--- src/assert_macros.svh ---
// Assertion helpers, clocked on clk and disabled while arst_n is low.
`ifndef ASSERT_MACROS_SVH
`define ASSERT_MACROS_SVH

`define SMC_ASSERT(lbl, prop, msg) \
	lbl: assert property (@(posedge clk) disable iff (!arst_n) (prop)) else $error(msg);

// same-cycle implication
`define SMC_ASSERT_IMP(lbl, ante, cons, msg) \
	`SMC_ASSERT(lbl, (ante) |-> (cons), msg)

// next-cycle implication
`define SMC_ASSERT_NEXT(lbl, ante, cons, msg) \
	`SMC_ASSERT(lbl, (ante) |=> (cons), msg)

`endif

--- src/smc_pkg.sv ---
`default_nettype none
package smc_pkg;

	localparam logic [1:0] MODE_ADD    = 2'd0;
	localparam logic [1:0] MODE_REMOVE = 2'd1;
	localparam logic [1:0] MODE_LOOKUP = 2'd2;

	localparam logic [1:0] STATUS_OK     = 2'd0;
	localparam logic [1:0] STATUS_FULL   = 2'd1;
	localparam logic [1:0] STATUS_ABSENT = 2'd2;

	typedef enum logic [2:0] {
		OP_HOLD,
		OP_INSERT,
		OP_DELETE,
		OP_INCR,
		OP_DECR
	} cell_op_t;

	// broadcast to every cell of the row
	typedef struct packed {
		logic               cmp;
		logic signed [31:0] value;
		logic [15:0]        occurrences;
		cell_op_t           op;
	} cell_ctrl_t;

	function automatic logic [31:0] sat_add(input logic [31:0] a, input logic [31:0] b,
		input logic [31:0] lim);
		logic [32:0] s;
		s = {1'b0, a} + {1'b0, b};
		return (s > {1'b0, lim}) ? lim : s[31:0];
	endfunction

endpackage
`default_nettype wire

--- src/smc_cell.sv ---
`default_nettype none
module smc_cell #(
	parameter int COUNT_WIDTH = 16
) (
	input  wire                         clk,
	input  wire                         arst_n,
	input  wire smc_pkg::cell_ctrl_t    ctrl,
	input  wire                         prev_lt,
	input  wire                         left_valid,
	input  wire signed [31:0]           left_value,
	input  wire [COUNT_WIDTH-1:0]       left_count,
	input  wire                         right_valid,
	input  wire signed [31:0]           right_value,
	input  wire [COUNT_WIDTH-1:0]       right_count,
	output logic                        lt,
	output logic                        eq,
	output logic                        valid,
	output logic signed [31:0]          value,
	output logic [COUNT_WIDTH-1:0]      count
);

	localparam logic [31:0] CountMax = 32'((64'd1 << COUNT_WIDTH) - 64'd1);

	logic                   valid_q;
	logic                   lt_q;
	logic                   eq_q;
	logic signed [31:0]     value_q;
	logic [COUNT_WIDTH-1:0] count_q;
	logic                   at_pos;
	logic [COUNT_WIDTH-1:0] inc_count;
	logic [COUNT_WIDTH-1:0] new_count;

	// first cell not below the request value is the insertion point
	assign at_pos    = !lt_q && prev_lt;
	assign inc_count = COUNT_WIDTH'(smc_pkg::sat_add(32'(count_q), 32'(ctrl.occurrences),
		CountMax));
	assign new_count = COUNT_WIDTH'(smc_pkg::sat_add(32'd0, 32'(ctrl.occurrences), CountMax));

	always_ff @(posedge clk or negedge arst_n) begin
		if (!arst_n) begin
			valid_q <= 1'b0;
			lt_q    <= 1'b0;
			eq_q    <= 1'b0;
		end else begin
			if (ctrl.cmp) begin
				lt_q <= valid_q && (value_q < $signed(ctrl.value));
				eq_q <= valid_q && (value_q == $signed(ctrl.value));
			end
			unique case (ctrl.op)
				smc_pkg::OP_INSERT: begin
					if (!lt_q) valid_q <= at_pos ? 1'b1 : left_valid;
				end
				smc_pkg::OP_DELETE: begin
					if (!lt_q) valid_q <= right_valid;
				end
				default: ;
			endcase
		end
	end

	always_ff @(posedge clk) begin
		unique case (ctrl.op)
			smc_pkg::OP_INSERT: begin
				if (at_pos) begin
					value_q <= $signed(ctrl.value);
					count_q <= new_count;
				end else if (!lt_q) begin
					value_q <= left_value;
					count_q <= left_count;
				end
			end
			smc_pkg::OP_DELETE: begin
				if (!lt_q) begin
					value_q <= right_value;
					count_q <= right_count;
				end
			end
			smc_pkg::OP_INCR: begin
				if (eq_q) count_q <= inc_count;
			end
			smc_pkg::OP_DECR: begin
				if (eq_q) count_q <= count_q - COUNT_WIDTH'(1);
			end
			default: ;
		endcase
	end

	assign lt    = lt_q;
	assign eq    = eq_q;
	assign valid = valid_q;
	assign value = value_q;
	assign count = count_q;

endmodule
`default_nettype wire

--- config.mk ---
export PLATFORM = sky130hd
export DESIGN_NAME = smc_cell
export DESIGN_NICKNAME = d
export VERILOG_FILES = /design/src/assert_macros.svh /design/src/smc_pkg.sv /design/src/smc_cell.sv
export SDC_FILE = /design/constraint.sdc
export NUM_CORES = 1
export LEC_CHECK = 0
export ABC_AREA = 0
export ABC_CLOCK_PERIOD_IN_PS = 3200
export BUFFER_PORTS_ARGS = -buffer_cell sky130_fd_sc_hd__buf_2
export CAP_MARGIN = 20
export CORE_MARGIN = 2
export CORE_UTILIZATION = 41
export DETAILED_ROUTE_END_ITERATION = 16
export GPL_ROUTABILITY_DRIVEN = 1
export PLACE_DENSITY_LB_ADDON = 0.12
export SLEW_MARGIN = 5
export SYNTH_ARGS = -nofsm -noshare
export SYNTH_HDL_FRONTEND = slang
export SYNTH_SLANG_ARGS = --single-unit
--- constraint.sdc ---
create_clock -name clk -period 3.2 [get_ports clk]
set_input_delay 0.32 -clock clk [delete_from_list [all_inputs] [get_ports clk]]
set_output_delay 0.32 -clock clk [all_outputs]
set_load 0.03 [all_outputs]
==> reports/qor.csv, run 1 <==
stage,metric,value,unit
power_and_ir_drop,p_seq_frac,0.357,
power_and_ir_drop,p_leak,0.00290,uW
layout,syn2layout_area_growth,29.1,%
grt,grt_overflow,0,
floorplanning,chipHeight,111,um
setup_path,arrival,2730,ps
timing,hold_violations,0,
power_and_ir_drop,internal-power,1580,uW
timing,slew_viol_final,0,
cts,root_buffer,clkbuf_16,
timing,tightest_slew,847,ps
synthesis,ys_seq_area_frac,0.324,
grt,grt_pass1_vias,4620,
route,drt_iter0_markers,225,
placed_design,dpl.hpwl,11400,um
floorplanning,die_area,0.0123,mm2
layout,multi_input_area,0.00293,mm2
placed_design,globalplace.congestion,0.883,
worst_hold_path,hold_depth,2,
floorplanning,num_rows,39,
timing,slew_headroom,0.433,
floorplanning,start_util,0.416,
setup_path,crit_fanout,16,
power_and_ir_drop,clock_power_share,0.223,
route,wl_per_cell,16.3,um
cts,h-tree-depth,2,
synthesis,synth_area_per_cell,8.60,um2
power_and_ir_drop,peakVddDrop,0.227,mV
grt,grt_usage,0.228,
synthesis,yosys_warnings,0,
synthesis,syn_area,0.00468,mm2
grt,grt_max_degree,60,
layout,nFillCells,1099,
cts,ctsLongestPathBuffers,2,
power_and_ir_drop,power_density,425,mW/mm2
timing,rsz0062_at_grt,false,
synthesis,synth-edff-count,48,
setup_path,cp-end-kind,flip-flop,
layout,diodes,0,
synthesis,syn_nets,748,
route,vias_per_cell,5.33,
synthesis,synth-async-reset-ratio,0.0588,
cts,clock_sinks,51,
layout,seqCellArea,0.00152,mm2
synthesis,ys_seq_elements,51,
setup_path,crit_path_start_kind,flip-flop,
grt,use_met3,0.0361,
floorplanning,io_pins,204,
placed_design,portBuffers,203,
cts,insertion_delay,290,ps
grt,grt.busiest_layer,met2,
job,cap_violations,0,
synthesis,yosysUniqueCellTypes,50,
grt,grt_first_pass_wirelength,23000,um
power_and_ir_drop,pwr-share-comb,0.420,
floorplanning,die_w,111,um
cts,cts_setup_buffers,0,
run_status,status,completed,
route,drc,0,
power_and_ir_drop,power_switching,984,uW
grt,antenna_found_initial,0,
timing,period_minus_slack,2730,ps
timing,setup_viol,0,
setup_path,r2r_cells,10,
layout,post_route_cells_drive_above_1_share,0.310,
cts,numCtsBuffers,5,
setup_path,critical_path_class,reg -> reg,
cts,path_clk_slew,70,ps
route,vias,4725,
synthesis,synth_top_flop_cell,edfxtp_1,
worst_hold_path,hold_path_class,in -> reg,
timing,fin_crit_sh,0.852,
route,ant_nets,0,
setup_path,cp.required,3200,ps
timing,fin_ws,473,ps
route,drt-total-wl,14400,um
power_and_ir_drop,swShare,0.383,
placed_design,dp_slack,261,ps
timing,fin_tns_setup,0,ps
route,firstDrtPassIters,4,
cts,cts_tree,done,
grt,grtUsageMet1,0.299,
layout,final_nets,945,
timing,clock_skew,5.70,ps
grt,grt_util_met2,0.396,
synthesis,synthCells,545,
floorplanning,core,0.0113,mm2
timing,max_clock_freq,367,MHz
==> repair_timing <==
action,in CTS,in global routing
hold endpoints to repair,3,0
hold buffers,1,0
resized for setup,0,1
setup endpoints to repair,0,7
==> critical path: stages (launching register included) <==
cell      delay, ps
edfxtp_1        460
ha_1            240
inv_1            70
fa_1            200
nand2b_1        140
a21oi_1          90
nor2_1          220
o21ai_1         150
o41a_2          560
o21ai_0         240
a32oi_1          70
==> cell type report <==
type	count	area share
Timing Repair Buffer	213	0.183
Clock buffer	6	0.0230
Inverter	42	0.0261
Multi-Input combinational cell	429	0.485
Tap cell	143	0.0296
Sequential cell	51	0.251
Clock inverter	2	0.00269
==> cells in the mapped netlist (all sizes together) (2+ instances only) <==
cell,number,area share
nor2b,9,0.012
or4,2,0.0048
o31a,3,0.0056
xnor2,11,0.021
o31ai,4,0.0064
a211oi,2,0.0032
inv,42,0.034
o21ai,67,0.072
o211ai,4,0.0064
nand4,8,0.011
nand3,11,0.012
a21oi,42,0.045
nand2,75,0.060
buf,3,0.0024
ha,49,0.13
or3,3,0.0051
a31oi,2,0.0027
a21o,14,0.022
nor3,7,0.0075
dfrtp,3,0.016
xor2,16,0.030
mux2i,36,0.077
clkbuf,19,0.015
a32oi,9,0.017
a21boi,2,0.0032
a221oi,2,0.0037
nand2b,5,0.0067
edfxtp,48,0.31
nor2,27,0.022
nor4,3,0.0040
a31o,2,0.0037
==> cell families after synthesis <==
kind of cell | share of synthesized area
compound gates | 0.209
fa+ha+maj | 0.135
simple gates | 0.151
xor+xnor | 0.0505
flops | 0.324
mux | 0.0769
buf+inv | 0.0540
==> routing by layer <==
layer,part of all wire,vias up
met1,0.43,2143
met5,0,-
met4,0.0092,0
met3,0.070,11
met2,0.49,193
li1,-,2378
==> layout by cell type (no fill, tap or decap), types with 4 or more instances in the layout <==
cell type	count
a21o_1	14
a21oi_1	42
a32oi_1	9
buf_2	203
buf_4	8
clkbuf_16	5
edfxtp_1	48
ha_1	49
inv_1	42
mux2i_1	36
nand2_1	75
nand2b_1	5
nand3_1	11
nand4_1	8
nor2_1	26
nor2b_1	8
nor3_1	7
o211ai_1	4
o21ai_0	63
o31ai_1	4
xnor2_1	11
xor2_1	16
==> per-stage QoR <==
step	total power [uW]	utilization	hold slack [ps]	area, um2	instances
2_1_floorplan	1640	-	24.4	4680	545
3_3_place_gp	1990	0.522	119	5880	877
3_5_place_dp	2010	0.522	122	5880	877
4_1_cts	2590	0.536	250	6040	886
5_1_grt	2720	0.536	257	6050	886
6_report	2570	0.536	253	6050	886
==> sequential cells by signal, indices dropped and copies added (netlist names) <==
register and count:
count 16, valid 1, lt 1, value 32
eq 1
==> final timing paths <==
path / start / endpoint / slack [ps]
setup / recovery: count[0] / count[14] / 470
hold / removal: ctrl[51] / lt / 250
setup reg to reg: count[0] / count[14] / 470
hold reg to reg: valid / valid / 520
max in group asynchronous: arst_n / lt / 2690
min in group asynchronous: arst_n / valid / 400
==> power by group through the flow <==
stage | Combinational (uW) | Clock, uW | Sequential (uW)
after CTS | 1080 | 587 | 916
after floorplan | 580 | 0 | 1060
after global placement | 1060 | 0 | 925
final | 1080 | 574 | 916
after global routing | 1190 | 605 | 927
after detailed placement | 1080 | 0 | 931
Power figures use the tool's default switching activity.
==> run 2: changes to the inputs <==
Settings changed: ABC_CLOCK_PERIOD_IN_PS 3200 to 3300.
Clock period 3.2 ns to 3.3 ns, I/O delays scaled along.
==> run 2 against run 1 <==
Design area decreased by 0.25%. Final cell count unchanged. Non-clock buffer count unchanged. Critical path type unchanged. Largest power group unchanged.
==> reports/qor.csv, run 2 (synthesis gave the netlist of run 1 again) <==
stage,metric,value,unit
setup_path,cp-end-kind,flip-flop,
setup_path,cp.required,3440,ps
layout,final_common_cell,buf_2,
placed_design,dpl.hpwl,11200,um
route,drc,0,
power_and_ir_drop,power_switching,940,uW
route,firstDrtPassIters,4,
timing,hold_violations,0,
route,wl_per_cell,15.8,um
layout,fin_util,0.535,
run_status,status,completed,
worst_hold_path,hold_depth,2,
floorplanning,io_pins,204,
route,drt_iter0_markers,164,
power_and_ir_drop,pwr-share-comb,0.423,
grt,grt_max_degree,48,
worst_hold_path,hp-start,ctrl[51],
route,dr_wl_met2,6830,um
setup_path,crit_fanout,16,
setup_path,r2r-start,count[0],
setup_path,crit_chain,ha_1 > inv_1 > fa_1 > nand2b_1 > a21oi_1 > nor2_1 > o21ai_1 > o41a_1 > o21ai_0 > a32oi_1,
cts,cts_setup_buffers,0,
cts,insertion_delay,290,ps
job,cap_violations,0,
placed_design,globalplace.congestion,0.876,
floorplanning,num_rows,39,
cts,numCtsBuffers,5,
power_and_ir_drop,power_density,406,mW/mm2
power_and_ir_drop,swShare,0.384,
power_and_ir_drop,peakVddDrop,0.300,mV
power_and_ir_drop,internal-power,1510,uW
route,ant_nets,0,
timing,tightest_slew,831,ps
grt,grt_first_pass_wirelength,23000,um
cts,clock_sinks,51,
timing,clock_skew,4.89,ps
setup_path,crit_path_start_kind,flip-flop,
floorplanning,die_area,0.0123,mm2
floorplanning,core,0.0113,mm2
layout,largest_reg_flops,32,
setup_path,slowest_stage,o41a_1,
worst_hold_path,hold_end,eq,
floorplanning,die_w,111,um
worst_hold_path,hold_path_class,in -> reg,
timing,slew_viol_final,0,
setup_path,r2r_setup_slack,390,ps
setup_path,critPathMaxStageDelay,590,ps
grt,antenna_found_initial,0,
cts,root_buffer,clkbuf_16,
timing,setup_viol,0,
layout,syn2layout_area_growth,28.7,%
power_and_ir_drop,clock_power_share,0.214,
grt,grt_usage,0.227,
timing,period_minus_slack,2910,ps
timing,max_clock_freq,344,MHz
route,wl_met3,884,um
cts,ctsHoldBuffers,1,
cts,cts_tree,done,
grt,grt_pass1_vias,4653,
route,vias,4676,
floorplanning,start_util,0.416,
power_and_ir_drop,p_leak,0.00290,uW
route,wl_met1,6070,um
layout,post_route_cells_drive_above_1_share,0.307,
cts,h-tree-depth,2,
route,drt-total-wl,14000,um
setup_path,r2r_end,count[3],
route,top_layer_used,met4,
placed_design,portBuffers,203,
timing,fin_crit_sh,0.881,
layout,final_nets,945,
timing,slew_headroom,0.444,
layout,diodes,0,
route,vias_per_cell,5.28,
timing,rsz0062_at_grt,false,
layout,layout_common_cells,"buf_2 (203), nand2_1 (75), o21ai_0 (63)",
setup_path,critical_path_class,reg -> reg,
timing,fin_tns_setup,0,ps
cts,cts.repair.resized,0,
cts,path_clk_slew,70,ps
floorplanning,chipHeight,111,um
setup_path,r2r_cells,10,
grt,grt_overflow,0,
cts,ctsLongestPathBuffers,2,
setup_path,arrival,3050,ps
power_and_ir_drop,p_seq_frac,0.363,
[run 2: changes by cell type in the layout (fill, tap and decap cells not counted)]
| cell | change |
|---|---|
| clkbuf_8 | -1 |
| clkinv_4 | -1 |
| clkbuf_1 | +1 |
| o41a_2 | -1 |
| o41a_1 | +1 |
| clkinv_2 | +1 |
[run 2: worst max-delay path: cells and delay by family, from the launching register on]
kind	cells	cell delay (ps)
buffers and inverters	1	50
DFF	1	420
AOI/OAI and AO/OA	5	1410
adders and majority gates	2	590
and+or+nand+nor	2	290
[run 2: worst max-delay path by stage]
| stage | start | end | slack [ps] | cells after the start |
|---|---|---|---|---|
| floorplan | count[10] | count[12] | 600 | 10 |
| global placement | ctrl[3] | count[2] | 420 | 11 |
| detailed placement | ctrl[3] | count[3] | 420 | 11 |
| CTS | count[0] | count[3] | 400 | 10 |
| global route | count[0] | count[4] | 60 | 10 |
| finish | count[0] | count[3] | 390 | 10 |
[run 2: cell type report]
class | count | area [um2]
clock inverter | 2 | 12.5
multi-input combinational | 429 | 2930
clock buffer | 6 | 129
timing repair buffer | 213 | 1110
fill | 1082 | 5240
inverter | 42 | 158
tap | 143 | 179
sequential | 51 | 1520
[run 2: through the flow]
stage | hold WS, ps | instance area [um2] | power [uW] | worst slack (ps) | instances
after floorplan | 34.4 | 4680 | 1590 | 605 | 545
after global placement | 131 | 5880 | 1930 | 423 | 877
after detailed placement | 133 | 5880 | 1940 | 424 | 877
after CTS | 266 | 6030 | 2470 | 399 | 886
after global routing | 286 | 6030 | 2610 | 56.8 | 886
final | 271 | 6030 | 2450 | 393 | 886
[run 2: power groups by stage]
stage                     Combinational, uW  Clock (uW)  Sequential (uW)
after floorplan                         563           0             1030
after global placement                 1030           0              897
after detailed placement               1040           0              903
after CTS                              1050         540              888
after global routing                   1150         561              900
final                                  1040         525              888
[run 2: routing by layer]
metal | vias up | global-route usage
met5 | - | 0
met4 | 0 | 0.0550
met2 | 164 | 0.392
met1 | 2122 | 0.293
li1 | 2376 | -
met3 | 14 | 0.0432
